===== src/rtl/scc_pkg.sv =====
package scc_pkg;

  localparam int unsigned HEADER_BYTES    = 16;
  localparam int unsigned CLASS_COUNT     = 48;
  localparam int unsigned MAX_CLASS_BYTES = 4096;
  localparam int unsigned BAND0_LIMIT     = 1024;
  localparam int unsigned BAND1_LIMIT     = 2048;
  localparam int unsigned SMALL_LIMIT     = 128;
  localparam int unsigned BAND0_ROUND     = 31;
  localparam int unsigned BAND1_ROUND     = 127;
  localparam int unsigned BAND2_ROUND     = 255;
  localparam int unsigned MAX_BATCH       = 64;
  localparam int unsigned COUNT_MAX       = 511;

  localparam logic [1:0] REG_SMALL_BATCH  = 2'd0;
  localparam logic [1:0] REG_MEDIUM_BATCH = 2'd1;
  localparam logic [1:0] REG_LARGE_BATCH  = 2'd2;

  localparam logic FUNC_ALLOC   = 1'b0;
  localparam logic FUNC_RELEASE = 1'b1;

  typedef logic [5:0] cls_idx_t;
  typedef logic [6:0] batch_t;
  typedef logic [8:0] count_t;

  typedef struct packed {
    batch_t small_batch;
    batch_t medium_batch;
    batch_t large_batch;
  } batch_cfg_t;

  typedef struct packed {
    logic     zero;
    logic     raw;
    cls_idx_t cls;
    batch_t   batch;
  } class_info_t;

  typedef struct packed {
    logic     en;
    cls_idx_t addr;
    count_t   data;
  } cnt_wr_t;

endpackage


===== src/rtl/size_class_cache_refill_spill_unit.sv =====
// size-class cache refill and spill bookkeeping
// a request is registered into the first stage, then the second stage, then the output registers that carry its result
// throughput: one request per cycle, busy stays low and the receiver cannot stall
// the class count memory read is registered, a same-class write in flight is bypassed
// synchronous active-low reset empties every class, clears the live count, restores batches
module size_class_cache_refill_spill_unit (
  input  logic        clk,
  input  logic        rst_n,
  input  logic        start,
  output logic        busy,
  input  logic        in_func,
  input  logic [31:0] in_data_size,
  output logic        out_valid,
  output logic [5:0]  out_class_index,
  output logic        out_raw_path,
  output logic [6:0]  out_fetch_count,
  output logic [7:0]  out_return_count,
  output logic [8:0]  out_cached_after,
  output logic [31:0] out_live_after,
  output logic        out_status,
  input  logic        psel,
  input  logic        penable,
  input  logic        pwrite,
  input  logic [3:0]  paddr,
  input  logic [31:0] pwdata,
  output logic [31:0] prdata,
  output logic        pready
);

  scc_pkg::batch_cfg_t  batch_cfg;
  scc_pkg::class_info_t s1_info;
  scc_pkg::cnt_wr_t     cnt_wr;
  scc_pkg::count_t      cnt_in;

  logic                 s1_valid_r;
  logic                 s1_func_r;
  logic [31:0]          s1_data_r;
  logic                 s2_valid_r;
  logic                 s2_func_r;
  scc_pkg::class_info_t s2_info_r;
  logic [31:0]          live_r;
  logic [31:0]          live_nxt;

  logic                 out_valid_r;
  logic [5:0]           out_class_index_r;
  logic                 out_raw_path_r;
  logic [6:0]           out_fetch_count_r;
  logic [7:0]           out_return_count_r;
  logic [8:0]           out_cached_after_r;
  logic [31:0]          out_live_after_r;
  logic                 out_status_r;

  logic                 accept;
  logic                 do_count;
  scc_pkg::count_t      batch9;
  scc_pkg::count_t      limit;
  scc_pkg::count_t      cnt_inc;
  scc_pkg::count_t      cnt_nxt;
  logic [6:0]           fetch_nxt;
  logic [7:0]           give_nxt;

  assign busy   = 1'b0;
  assign accept = start && !busy;

  scc_cfg_regs u_cfg (
    .clk       (clk),
    .rst_n     (rst_n),
    .psel      (psel),
    .penable   (penable),
    .pwrite    (pwrite),
    .paddr     (paddr),
    .pwdata    (pwdata),
    .prdata    (prdata),
    .pready    (pready),
    .batch_cfg (batch_cfg)
  );

  scc_classify u_classify (
    .data_size (s1_data_r),
    .batch_cfg (batch_cfg),
    .info      (s1_info)
  );

  scc_count_mem u_mem (
    .clk      (clk),
    .rst_n    (rst_n),
    .rd_addr  (s1_info.cls),
    .wr       (cnt_wr),
    .rd_count (cnt_in)
  );

  // count update for the request in the second stage
  always_comb begin
    batch9    = {2'b00, s2_info_r.batch};
    limit     = {s2_info_r.batch, 2'b00};
    cnt_inc   = (cnt_in != 9'(scc_pkg::COUNT_MAX)) ? cnt_in + 9'd1 : cnt_in;
    fetch_nxt = 7'd0;
    give_nxt  = 8'd0;
    if (s2_func_r == scc_pkg::FUNC_ALLOC) begin
      if (cnt_in == 9'd0) begin
        fetch_nxt = s2_info_r.batch;
        cnt_nxt   = batch9 - 9'd1;
      end else begin
        cnt_nxt   = cnt_in - 9'd1;
      end
    end else begin
      if (cnt_inc > limit) begin
        give_nxt = {s2_info_r.batch, 1'b0};
        cnt_nxt  = cnt_inc - {1'b0, s2_info_r.batch, 1'b0};
      end else begin
        cnt_nxt  = cnt_inc;
      end
    end
  end

  assign do_count    = s2_valid_r && !s2_info_r.zero && !s2_info_r.raw;
  assign cnt_wr.en   = do_count;
  assign cnt_wr.addr = s2_info_r.cls;
  assign cnt_wr.data = cnt_nxt;

  always_comb begin
    live_nxt = live_r;
    if (s2_valid_r && !s2_info_r.zero) begin
      if (s2_func_r == scc_pkg::FUNC_ALLOC) begin
        if (live_r != 32'hFFFF_FFFF) begin
          live_nxt = live_r + 32'd1;
        end
      end else begin
        if (live_r != 32'd0) begin
          live_nxt = live_r - 32'd1;
        end
      end
    end
  end

  always_ff @(posedge clk) begin
    if (!rst_n) begin
      s1_valid_r  <= 1'b0;
      s2_valid_r  <= 1'b0;
      out_valid_r <= 1'b0;
      live_r      <= 32'd0;
    end else begin
      s1_valid_r  <= accept;
      s2_valid_r  <= s1_valid_r;
      out_valid_r <= s2_valid_r;
      live_r      <= live_nxt;
    end
  end

  always_ff @(posedge clk) begin
    if (accept) begin
      s1_func_r <= in_func;
      s1_data_r <= in_data_size;
    end
    s2_func_r <= s1_func_r;
    s2_info_r <= s1_info;
    out_live_after_r   <= live_nxt;
    out_status_r       <= s2_info_r.zero;
    out_raw_path_r     <= !s2_info_r.zero && s2_info_r.raw;
    out_class_index_r  <= do_count ? s2_info_r.cls : 6'd0;
    out_fetch_count_r  <= do_count ? fetch_nxt : 7'd0;
    out_return_count_r <= do_count ? give_nxt : 8'd0;
    out_cached_after_r <= do_count ? cnt_nxt : 9'd0;
  end

  assign out_valid        = out_valid_r;
  assign out_class_index  = out_class_index_r;
  assign out_raw_path     = out_raw_path_r;
  assign out_fetch_count  = out_fetch_count_r;
  assign out_return_count = out_return_count_r;
  assign out_cached_after = out_cached_after_r;
  assign out_live_after   = out_live_after_r;
  assign out_status       = out_status_r;

`ifndef SYNTH
  a_start_to_result: assert property (@(posedge clk) disable iff (!rst_n)
    start |-> ##3 out_valid)
    else $error("request did not produce a result three cycles later");

  a_error_clean: assert property (@(posedge clk) disable iff (!rst_n)
    (out_valid && out_status) |-> (out_class_index == 6'd0 && !out_raw_path &&
      out_fetch_count == 7'd0 && out_return_count == 8'd0 && out_cached_after == 9'd0))
    else $error("error result carries nonzero fields");

  a_raw_clean: assert property (@(posedge clk) disable iff (!rst_n)
    (out_valid && out_raw_path) |-> (out_class_index == 6'd0 &&
      out_fetch_count == 7'd0 && out_return_count == 8'd0 && out_cached_after == 9'd0))
    else $error("raw path result touched the class counts");

  a_refill_count: assert property (@(posedge clk) disable iff (!rst_n)
    (out_valid && out_fetch_count != 7'd0) |->
      (out_cached_after == {2'b00, out_fetch_count} - 9'd1 && out_return_count == 8'd0))
    else $error("refill left an inconsistent cached count");
`endif

endmodule


===== src/rtl/scc_cfg_regs.sv =====
module scc_cfg_regs (
  input  logic                 clk,
  input  logic                 rst_n,
  input  logic                 psel,
  input  logic                 penable,
  input  logic                 pwrite,
  input  logic [3:0]           paddr,
  input  logic [31:0]          pwdata,
  output logic [31:0]          prdata,
  output logic                 pready,
  output scc_pkg::batch_cfg_t  batch_cfg
);

  scc_pkg::batch_t small_r;
  scc_pkg::batch_t medium_r;
  scc_pkg::batch_t large_r;
  logic            wr_en;
  logic [1:0]      reg_idx;

  assign pready  = 1'b1;
  assign reg_idx = paddr[3:2];
  assign wr_en   = psel && penable && pwrite && pready;

  always_ff @(posedge clk) begin
    if (!rst_n) begin
      small_r  <= 7'd64;
      medium_r <= 7'd32;
      large_r  <= 7'd4;
    end else if (wr_en) begin
      case (reg_idx)
        scc_pkg::REG_SMALL_BATCH:  small_r  <= pwdata[6:0];
        scc_pkg::REG_MEDIUM_BATCH: medium_r <= pwdata[6:0];
        scc_pkg::REG_LARGE_BATCH:  large_r  <= pwdata[6:0];
        default: ;
      endcase
    end
  end

  always_comb begin
    case (reg_idx)
      scc_pkg::REG_SMALL_BATCH:  prdata = {25'd0, small_r};
      scc_pkg::REG_MEDIUM_BATCH: prdata = {25'd0, medium_r};
      scc_pkg::REG_LARGE_BATCH:  prdata = {25'd0, large_r};
      default:                   prdata = 32'd0;
    endcase
  end

  assign batch_cfg.small_batch  = small_r;
  assign batch_cfg.medium_batch = medium_r;
  assign batch_cfg.large_batch  = large_r;

endmodule


===== src/rtl/scc_classify.sv =====
module scc_classify (
  input  logic [31:0]          data_size,
  input  scc_pkg::batch_cfg_t  batch_cfg,
  output scc_pkg::class_info_t info
);

  logic [32:0]     total;
  logic [12:0]     t;
  logic [10:0]     a;
  logic [12:0]     b_full;
  logic [10:0]     b;
  logic [12:0]     c;
  logic [5:0]      na;
  logic [3:0]      nb;
  logic [5:0]      nc;
  logic [6:0]      n;
  logic [6:0]      m;
  scc_pkg::batch_t batch_raw;

  assign total = {1'b0, data_size} + 33'(scc_pkg::HEADER_BYTES);
  assign t     = total[12:0];

  always_comb begin
    a      = (t < 13'(scc_pkg::BAND0_LIMIT)) ? t[10:0] : 11'(scc_pkg::BAND0_LIMIT);
    b_full = (t > 13'(scc_pkg::BAND0_LIMIT)) ? t - 13'(scc_pkg::BAND0_LIMIT) : 13'd0;
    b      = (b_full > 13'(scc_pkg::BAND0_LIMIT)) ? 11'(scc_pkg::BAND0_LIMIT) : b_full[10:0];
    c      = (t > 13'(scc_pkg::BAND1_LIMIT)) ? t - 13'(scc_pkg::BAND1_LIMIT) : 13'd0;
    na     = 6'((12'(a) + 12'(scc_pkg::BAND0_ROUND)) >> 5);
    nb     = 4'((12'(b) + 12'(scc_pkg::BAND1_ROUND)) >> 7);
    nc     = 6'((14'(c) + 14'(scc_pkg::BAND2_ROUND)) >> 8);
    n      = 7'(na) + 7'(nb) + 7'(nc);
    m      = (n != 7'd0) ? n - 7'd1 : 7'd0;
  end

  always_comb begin
    if (t <= 13'(scc_pkg::SMALL_LIMIT)) begin
      batch_raw = batch_cfg.small_batch;
    end else if (t <= 13'(scc_pkg::BAND0_LIMIT)) begin
      batch_raw = batch_cfg.medium_batch;
    end else begin
      batch_raw = batch_cfg.large_batch;
    end
  end

  assign info.zero  = (data_size == 32'd0);
  assign info.raw   = (total > 33'(scc_pkg::MAX_CLASS_BYTES));
  assign info.cls   = (m > 7'(scc_pkg::CLASS_COUNT - 1)) ? 6'(scc_pkg::CLASS_COUNT - 1)
                                                         : m[5:0];
  assign info.batch = (batch_raw == 7'd0) ? 7'd1 :
                      (batch_raw > 7'(scc_pkg::MAX_BATCH)) ? 7'(scc_pkg::MAX_BATCH) :
                      batch_raw;

endmodule


===== src/rtl/scc_count_mem.sv =====
module scc_count_mem (
  input  logic              clk,
  input  logic              rst_n,
  input  scc_pkg::cls_idx_t rd_addr,
  input  scc_pkg::cnt_wr_t  wr,
  output scc_pkg::count_t   rd_count
);

  scc_pkg::count_t                     mem_r [scc_pkg::CLASS_COUNT];
  logic [scc_pkg::CLASS_COUNT-1:0]     valid_r;
  scc_pkg::count_t                     rd_data_r;
  logic                                rd_vld_r;
  logic                                byp_r;
  scc_pkg::count_t                     byp_data_r;

  always_ff @(posedge clk) begin
    if (wr.en) begin
      mem_r[wr.addr] <= wr.data;
    end
    rd_data_r  <= mem_r[rd_addr];
    byp_data_r <= wr.data;
  end

  always_ff @(posedge clk) begin
    if (!rst_n) begin
      valid_r  <= '0;
      rd_vld_r <= 1'b0;
      byp_r    <= 1'b0;
    end else begin
      if (wr.en) begin
        valid_r[wr.addr] <= 1'b1;
      end
      rd_vld_r <= valid_r[rd_addr];
      byp_r    <= wr.en && (wr.addr == rd_addr);
    end
  end

  assign rd_count = byp_r ? byp_data_r : (rd_vld_r ? rd_data_r : 9'd0);

endmodule


===== config.mk =====
export PLATFORM = sky130hd
export DESIGN_NAME = size_class_cache_refill_spill_unit
export DESIGN_NICKNAME = d
export VERILOG_FILES = /design/src/rtl/scc_pkg.sv /design/src/rtl/size_class_cache_refill_spill_unit.sv /design/src/rtl/scc_cfg_regs.sv /design/src/rtl/scc_classify.sv /design/src/rtl/scc_count_mem.sv
export SDC_FILE = /design/constraint.sdc
export NUM_CORES = 1
export LEC_CHECK = 0
export ABC_AREA = 1
export CAP_MARGIN = 20
export CORE_UTILIZATION = 26
export DETAILED_ROUTE_END_ITERATION = 7
export DONT_BUFFER_PORTS = 1
export GPL_TIMING_DRIVEN = 0
export PLACE_DENSITY_LB_ADDON = 0.05
export SYNTH_ARGS = -nofsm -noshare
export SYNTH_HDL_FRONTEND = slang
export SYNTH_SLANG_ARGS = --single-unit
export TNS_END_PERCENT = 30

===== constraint.sdc =====
create_clock -name clk -period 9.9 [get_ports clk]
set_clock_uncertainty 0.15 [all_clocks]
set_input_delay 1.98 -clock clk [delete_from_list [all_inputs] [get_ports clk]]
set_output_delay 1.98 -clock clk [all_outputs]
set_load 0.02 [all_outputs]

==> results of run 1 <==
[power by group through the flow]
| stage | Combinational (mW) | Sequential (mW) | Clock, mW |
|---|---|---|---|
| 6_report | 4.27 | 3.56 | 2.98 |
| 3_5_place_dp | 4.33 | 3.62 | 0 |
| 5_1_grt | 4.62 | 3.57 | 3.19 |
| 2_1_floorplan | 2.28 | 3.62 | 0 |
| 4_1_cts | 4.34 | 3.56 | 3.07 |
| 3_3_place_gp | 4.16 | 3.71 | 0 |
[placed cells by master (no fill, tap or decap), drive strengths merged, types with 41 or more instances in the layout]
cell type	instances
nand2	493
dfxtp	203
edfxtp	465
nor2	397
buf	138
nand3	252
inv	369
o211ai	219
a21oi	61
or2	41
clkbuf	156
nor3	45
o21ai	118
xor2	60
[through the flow]
stage / util (%) / hold WS [ps] / instances
3_5_place_dp: 28.18 / 180.2 / 4646
6_report: 30.54 / 191.1 / 4803
4_1_cts: 30.45 / 193.1 / 4789
5_1_grt: 30.53 / 199.3 / 4800
3_3_place_gp: 27.92 / 178.0 / 4632
2_1_floorplan: - / 173.3 / 3108
[worst reg2reg max path, delay by kind of cell (launching register included)]
kind | cells | cell delay [ps]
xor+xnor | 2 | 240
flops | 1 | 410
simple gates | 25 | 3260
fa+ha+maj | 3 | 1220
buf+inv | 7 | 1600
compound gates | 3 | 650
[worst min path at each step]
stage | from | end | slack [ps] | depth (start not counted)
final | s1_func_r | s2_func_r | 190 | 0
after floorplan | s1_func_r | s2_func_r | 170 | 0
after CTS | s1_func_r | s2_func_r | 190 | 0
after global routing | s1_func_r | s2_func_r | 200 | 0
after detailed placement | s1_func_r | s2_func_r | 180 | 0
after global placement | s1_func_r | s2_func_r | 180 | 0
[logic make-up after synthesis]
kind of cell             count (synthesis)  synth area share, %
other                                    2              0.02471
adder cells (fa/ha/maj)                 39                1.754
XOR/XNOR                                78                2.322
flip-flops                             668                59.32
buffers and inverters                  524                7.419
AND/OR/NAND/NOR                       1328                19.58
AO/OA/AOI/OAI                          442                9.577
[Yosys cell counts (3+ instances only)]
master and n:
or2_0 9, o21ai_0 105, xnor2_1 18, nor3_1 41, buf_6 10, xor2_2 3, nand3_1 247, nor2_1 388
nor2_2 6, o21ai_1 12, nand4_1 33, a31oi_1 8, buf_1 5, a21oi_1 59, ha_1 33, o22ai_1 3
nor3_2 4, o221ai_1 5, edfxtp_1 465, nand3_2 4, buf_4 30, inv_2 14, clkbuf_1 43, o31ai_1 6
fa_1 6, nand2_1 473, nand2_4 8, inv_1 346, o211ai_1 219, or2_1 28, nand2_2 11, o21a_1 4
buf_2 69, dfxtp_1 203, and2_1 20, or2_2 4, nor4_1 26, nand3b_1 13, nor3b_1 3, xor2_1 57
a22oi_1 5, inv_4 3
[layout make-up]
type / count / area share, %
Antenna cell: 3 / 0.02118
Timing Repair Buffer: 25 / 0.9956
Clock buffer: 111 / 6.404
Multi-Input combinational cell: 1916 / 28.92
Buffer: 158 / 2.450
Sequential cell: 668 / 50.87
Clock inverter: 32 / 1.049
Tap cell: 1524 / 5.381
Inverter: 366 / 3.912
[sequential cells by signal, indices dropped and copies added (netlist names), 2 cells and up]
| signal | flops |
|---|---|
| out_class_index | 6 |
| live_r | 32 |
| u_mem.mem_r | 432 |
| u_cfg.large_r | 7 |
| batch9 | 7 |
| u_cfg.medium_r | 7 |
| u_cfg.small_r | 7 |
| s1_data_r | 32 |
| u_mem.byp_data_r | 9 |
| u_mem.rd_data_r | 9 |
| out_return_count | 7 |
| s2_info_r | 2 |
| out_fetch_count | 7 |
| u_mem.valid_r | 48 |
| out_live_after | 32 |
| out_cached_after | 9 |
| cnt_wr | 6 |
[per-layer routing]
layer | part of all wire, % | track usage [%]
met2 | 47 | 28.82
met5 | 0 | 0
met4 | 2.4 | 5.254
met1 | 47 | 24.33
met3 | 4.2 | 2.503
==> reports/metrics.cfg, run 1 <==
[die]
start_util_pct=26.19
core_area_mm2=0.1160
die_h_um=343.9
die_area_mm2=0.1183
die_width_um=343.9
rows=125
io_pins=174

[power]
sw_frac_of_total_pct=41.47
p_leak_nw=13.51
powerDensity_mw_per_mm2=305.2
pwr-share-clk_pct=27.6
p_sw_mw=4.486
p_comb_share_pct=39.5
peakVddDrop_mv=0.1417
p_seq_share_pct=32.9
p_int_mw=6.331
total_power_mw=10.82

[critical_path]
rr_worst_depth=40
crit_fanout=10
worstSetupEndpointType=flip-flop
r2r_setup_slack_ps=2310
worst-path-stages=40
startpoint=s1_data_r[4]
cp.arrival_ps=8030
cpPeakStageDelay_ps=830
path_common_cell=nand2_1
crit_end=u_mem.rd_data_r[6]
cpMaxStageDelayCell=clkbuf_1
path_class=flip-flop to flip-flop
cp-start-kind=flip-flop
crit_buf_inv=7
r2r-start=s1_data_r[4]
crit_required_ps=10340
crit-reg2reg-capture=u_mem.rd_data_r[6]
crit_family=simple AND/OR/NAND/NOR gates

[layout]
drive_above_1_share_pct=10.32
multi_input_area_mm2=0.01025
fillCellCount=12132
ff_latch_area_mm2=0.01803
final_cell_area_mm2=0.03544
layout.nets=3330
syn_to_final_growth_pct=16.62

[cts]
cts_tree=built
numCtsBuffers=81
cts_root_buf=clkbuf_16
cts_resized=0
cts_setup_buffers=0
clk_pin_slew_worst_paths_ps=60
clock_latency_ps=670
htree_levels=3
cts_sinks=668
cts_buffer_depth=3
cts_hold_buf=0

[yosys]
synthArstFlopShare_pct=0
ys_ff_latch=668
ys_types=68
syn_avg_cell_area_um2=9.863
synth.cell_area_mm2=0.03039
yosysSeqAreaShare_pct=59.32
yosysTopAreaCell=edfxtp_1
synth-edff-count=465
netlist_instances=3081
yosysTopAreaCellShare_pct=45.95
ys.flop_type=edfxtp_1
ys_top_cells_by_area=edfxtp_1 46%, dfxtp_1 13%, nand2_1 5.8%
synth_warnings=0

[global_route]
grt_pass1_wl_um=152900
grt_usage_pct=17.71
grt_pass1_vias=22011
gr-total-overflow=0
antenna_found_initial=3
grt_max_degree=50

[route]
vias_per_cell=4.645
ant_nets=0
drtIter0Drc=1619
drc=0
finalWirelength_um=105500
wire_per_inst_um=21.97
vias=22308
firstDrtPassIters=5

[timing]
worst_slew_pin_slew_ps=1114
maxSlewHeadroom_pct=25.45
maxSlewViolCount=0
min_period_ps=7586
setup_viol=0
hold_viol_final=0
fin_setup_tns_ps=0
fin_ws_ps=2314
rsz0062_at_grt=false
finalCritPeriodShare_pct=76.63
fmax_ghz=0.1318

[job]
cap_violations=0

[outcome]
status=completed

[placement]
placed_cell_area_mm2=0.03270
portBuffers=0
dp_hpwl_um=77420
place_ws_ps=2249
place.gp.congestion=0.8942

[hold_path]
hold_path_class=flip-flop to flip-flop

(Power assumes the default switching activity.)
==> inputs of run 2 (changes only) <==
- clock period: 9.9 -> 7.71 ns (I/O delays scaled with it)
==> run 2 against run 1 <==
Fmax rose by 4.2%. Count of clock-buffer cells in the layout did not move. Die area did not move. Non-clock buffer count rose by 4. Register-to-register slack got worse by 1900 ps. Via count rose by 0.31%. Hold slack barely moved. Total power rose by 29%. Wire length rose by 0.48%. Sequential share of layout area fell by 0.18 points. Final cell count rose by 0.10%. Cell area rose by 0.35%. Critical path type unchanged.
==> reports/metrics.cfg, run 2 (synthesized netlist as in run 1, its figures left out) <==
[timing]
setup_viol=0
finalCritPeriodShare_pct=94.41
fin_ws_ps=431.1
rsz0062_at_grt=false
fin_setup_tns_ps=0
hold_viol_final=0
maxSlewHeadroom_pct=25.90
timing.hold.ws_ps=191.1
maxSlewViolCount=0
worst_slew_pin_slew_ps=1107
fmax_ghz=0.1374
min_period_ps=7279

[power]
peakVddDrop_mv=0.1857
powerDensity_mw_per_mm2=392.6
p_leak_nw=13.57
total_power_mw=13.96

[die]
die_area_mm2=0.1183
rows=125
start_util_pct=26.19
core_area_mm2=0.1160
die_h_um=343.9
die_width_um=343.9
io_pins=174

[layout]
fin_util_pct=30.64
layout.nets=3335
reg_top3=u_mem.mem_r: 432 flops, u_mem.valid_r: 48 flops
final_cell_mix=470 x nand2_1, 465 x edfxtp_1, 388 x nor2_1
fin_cells=4808
final_cell_area_mm2=0.03556
largest_reg_flops=432
fillCellCount=12120
syn_to_final_growth_pct=17.03
drive_above_1_share_pct=10.79
final_common_cell=nand2_1
largest_register=u_mem.mem_r

[cts]
cts_hold_buf=0
clk_pin_slew_worst_paths_ps=60
clock_latency_ps=670
cts_tree=built
cts_sinks=668
cts_buffer_depth=3
htree_levels=3
numCtsBuffers=81
cts_root_buf=clkbuf_16

[critical_path]
crit_fanout=10
startpoint=s1_data_r[4]
cp.arrival_ps=7730
cpMaxStageDelayCell=fa_1
worstSetupEndpointType=flip-flop
cp-start-kind=flip-flop
crit_required_ps=8160
r2r-start=s1_data_r[4]
rr_worst_depth=38
path_common_cell=nand2_1
path_class=flip-flop to flip-flop
crit_end=u_mem.rd_data_r[3]
cpPeakStageDelay_ps=580
r2r_setup_slack_ps=430
crit-reg2reg-capture=u_mem.rd_data_r[3]

[route]
firstDrtPassIters=5
vias_per_cell=4.654
ant_nets=0
drtIter0Drc=1602
finalWirelength_um=106000
drc=0
vias=22377
wire_per_inst_um=22.06

[global_route]
grt_pass1_vias=22011
antenna_found_initial=3
grt_max_degree=50
grt_pass1_wl_um=152900
grt_usage_pct=17.71
gr-total-overflow=0

[placement]
place_inst=4646
dp_hpwl_um=77420
place.gp.congestion=0.8942
portBuffers=0
placed_cell_area_mm2=0.03270
place_ws_ps=59.45

[hold_path]
hold_path_class=flip-flop to flip-flop

[outcome]
status=completed

[job]
cap_violations=0

## run 2: power by group
| group | leakage (nW) | internal, mW | switching [mW] | total, mW |
|---|---|---|---|---|
| Clock | 1.29 | 2.24 | 1.59 | 3.83 |
| Sequential | 5.93 | 4.49 | 0.0870 | 4.58 |
| Combinational | 6.36 | 1.44 | 4.12 | 5.56 |
## run 2: layout make-up
class	instances	area (um^2)	area share (%)
timing repair buffer	29	382.9	1.077
sequential	668	18030	50.69
clock inverter	32	371.6	1.045
multi-input combinational	1917	10280	28.92
buffer	158	920.9	2.589
tap	1524	1907	5.362
antenna	3	7.507	0.02111
clock buffer	111	2270	6.382
inverter	366	1391	3.912
## run 2: worst min-delay path by stage
stage / startpoint / endpoint / slack [ps] / cells after the start
2_1_floorplan: s1_func_r / s2_func_r / 170 / 0
3_3_place_gp: s1_func_r / s2_func_r / 180 / 0
3_5_place_dp: s1_func_r / s2_func_r / 180 / 0
4_1_cts: s1_func_r / s2_func_r / 190 / 0
5_1_grt: s1_func_r / s2_func_r / 200 / 0
6_report: s1_func_r / s2_func_r / 190 / 0
## run 2: critical path, delay by kind of cell, from the launching register on
family,cells,cell delay (ps)
and+or+nand+nor,22,3380
xor gates and xnor gates,2,250
buffers and inverters,8,1270
DFF,1,410
AOI/OAI and AO/OA,3,430
adders and majority gates,3,1320
## run 2: layer usage
metal | vias to the layer above | routed length (um) | GRT usage (%)
met5 | - | 0 | 0
met3 | 129 | 4385 | 2.503
li1 | 10779 | - | -
met4 | 0 | 2507 | 5.254
met1 | 10972 | 49570 | 24.33
met2 | 497 | 49580 | 28.82
## run 2: what timing repair did
action,CTS,global route
endpoints found under the setup margin,0,10
buffers inserted,0,4
resized for setup,0,44
==> inputs of run 3 (changes only) <==
- CORE_MARGIN: unset -> 2
- clock period: 7.71 -> 5.95 ns (I/O delays scaled with it)
==> run 3 against run 2 <==
The flow now finishes with violations (negative setup slack). Wire length grew 1.4%. Fmax grew 13%. Clock power grew 30%. Combinational power grew 50%. Via count grew 0.34%. Core utilization grew 1.3 points. Critical path depth shrank 3. Cell area grew 4.4%. Non-clock buffer count grew 31. Global-route usage grew 0.053 points.
==> reports/metrics.cfg, run 3 (synthesized netlist as in run 1, its figures left out) <==
[cts]
clk_pin_slew_worst_paths_ps=60
cts_hold_buf=0
cts_root_buf=clkbuf_16
cts_tree=built
clock_latency_ps=670
cts_sinks=668
htree_levels=3
numCtsBuffers=84
cts_buffer_depth=3

[layout]
largest_reg_flops=432
fillCellCount=12038
final_cell_mix=465 x edfxtp_1, 449 x nand2_1, 384 x nor2_1
largest_register=u_mem.mem_r
final_common_cell=edfxtp_1
drive_above_1_share_pct=15.82
final_cell_area_mm2=0.03713
layout.nets=3371
fin_cells=4850
reg_top3=u_mem.mem_r: 432 flops, u_mem.valid_r: 48 flops
syn_to_final_growth_pct=22.17

[critical_path]
crit_buf_inv=5
path_common_cell=nand3_4
r2r-start=s1_data_r[4]
cp-start-kind=flip-flop
rr_worst_depth=35
crit_required_ps=6330
path_class=flip-flop to flip-flop
cp.arrival_ps=6830
worstSetupEndpointType=flip-flop
cpPeakStageDelay_ps=600
cpMaxStageDelayCell=fa_2
crit_family=simple AND/OR/NAND/NOR gates
crit-reg2reg-capture=u_mem.rd_data_r[4]
r2r_setup_slack_ps=-500
crit_fanout=10

[global_route]
grt_usage_pct=17.77
gr-total-overflow=0
grt_pass1_vias=22666
grt_pass1_wl_um=156900
antenna_found_initial=0
grt_max_degree=51

[die]
die_width_um=345.9
die_h_um=345.9
io_pins=174
rows=125
die_area_mm2=0.1196
core_area_mm2=0.1160
start_util_pct=26.19

[timing]
hold_viol_final=0
worst_slew_pin_slew_ps=1116
fin_ws_ps=-498.3
maxSlewHeadroom_pct=25.32
setup_viol=10
rsz0062_at_grt=true
fmax_ghz=0.1551
min_period_ps=6448
fin_setup_tns_ps=-4658
maxSlewViolCount=0
finalCritPeriodShare_pct=108.4

[route]
wire_per_inst_um=22.16
finalWirelength_um=107500
ant_nets=0
drtIter0Drc=1698
firstDrtPassIters=5
vias=22453
vias_per_cell=4.629
drc=0

[outcome]
violations=negative setup slack
status=complete, but fails checks

[power]
peakVddDrop_mv=0.2521
total_power_mw=19.24
powerDensity_mw_per_mm2=518.2
p_leak_nw=14.19

[hold_path]
hold_path_depth=0
hp-start=s1_func_r
hold_path_class=flip-flop to flip-flop
hold_end=s2_func_r

[placement]
placed_cell_area_mm2=0.03268
dp_hpwl_um=76210
place_ws_ps=-1747
place.gp.congestion=0.8851
portBuffers=0
place_inst=4646

[job]
cap_violations=0

-- run 3: cell count changes in the layout (fill, tap and decap cells not counted), sizes merged, moves of 2 or more --
cell | before | now
buf | 133 | 168
clkinv | 20 | 38
inv | 370 | 365
clkbuf | 165 | 161
clkinvlp | 3 | 1
-- run 3: area by class of cell --
class	count	area [um^2]	area share, %
antenna	2	5.005	0.01348
buffer	157	1269	3.417
clock buffer	112	2308	6.218
clock inverter	41	371.6	1.001
inverter	366	1411	3.802
multi-input combinational	1918	11030	29.72
sequential	668	18030	48.56
tap	1524	1907	5.136
timing repair buffer	61	783.3	2.110
timing repair inverter	1	8.758	0.02359
-- run 3: worst max-delay path by stage --
stage | start | end | slack (ps) | cells after the start
global route | s1_data_r[5] | u_mem.rd_data_r[6] | -710 | 37
detailed placement | s1_data_r[4] | u_mem.rd_data_r[6] | -1750 | 36
global placement | u_mem.byp_r | u_mem.mem_r[12][1] | -3620 | 19
CTS | s1_data_r[4] | u_mem.rd_data_r[1] | -550 | 35
finish | s1_data_r[4] | u_mem.rd_data_r[4] | -500 | 35
floorplan | s1_data_r[8] | u_mem.rd_data_r[0] | 390 | 37
-- run 3: metrics by stage --
| step | utilization [%] | hold WS [ps] |
|---|---|---|
| floorplan | - | 173.3 |
| global placement | 27.92 | 183.6 |
| detailed placement | 28.16 | 179.4 |
| CTS | 31.79 | 197.3 |
| global route | 31.99 | 209.9 |
| finish | 31.99 | 194.2 |
-- run 3: what timing repair did --
action,in CTS,in global routing
buffers inserted,33,2
setup endpoints to repair,17,16
resized for setup,278,37
cloned,7,0
pin swaps,107,37
-- run 3: metal layers --
metal | wire length (um) | share of wire [%] | track usage (%) | vias up
li1 | - | - | - | 10868
met1 | 49840 | 46 | 23.90 | 10980
met2 | 50470 | 47 | 29.29 | 464
met3 | 4326 | 4.0 | 2.915 | 141
met4 | 2864 | 2.7 | 5.231 | 0
met5 | 0 | 0 | 0 | -
-- run 3: where the power goes --
group	total, mW	internal (mW)	switching, mW
combinational	8.32	2.51	5.81
sequential	5.93	5.82	0.111
clock	4.98	2.90	2.08
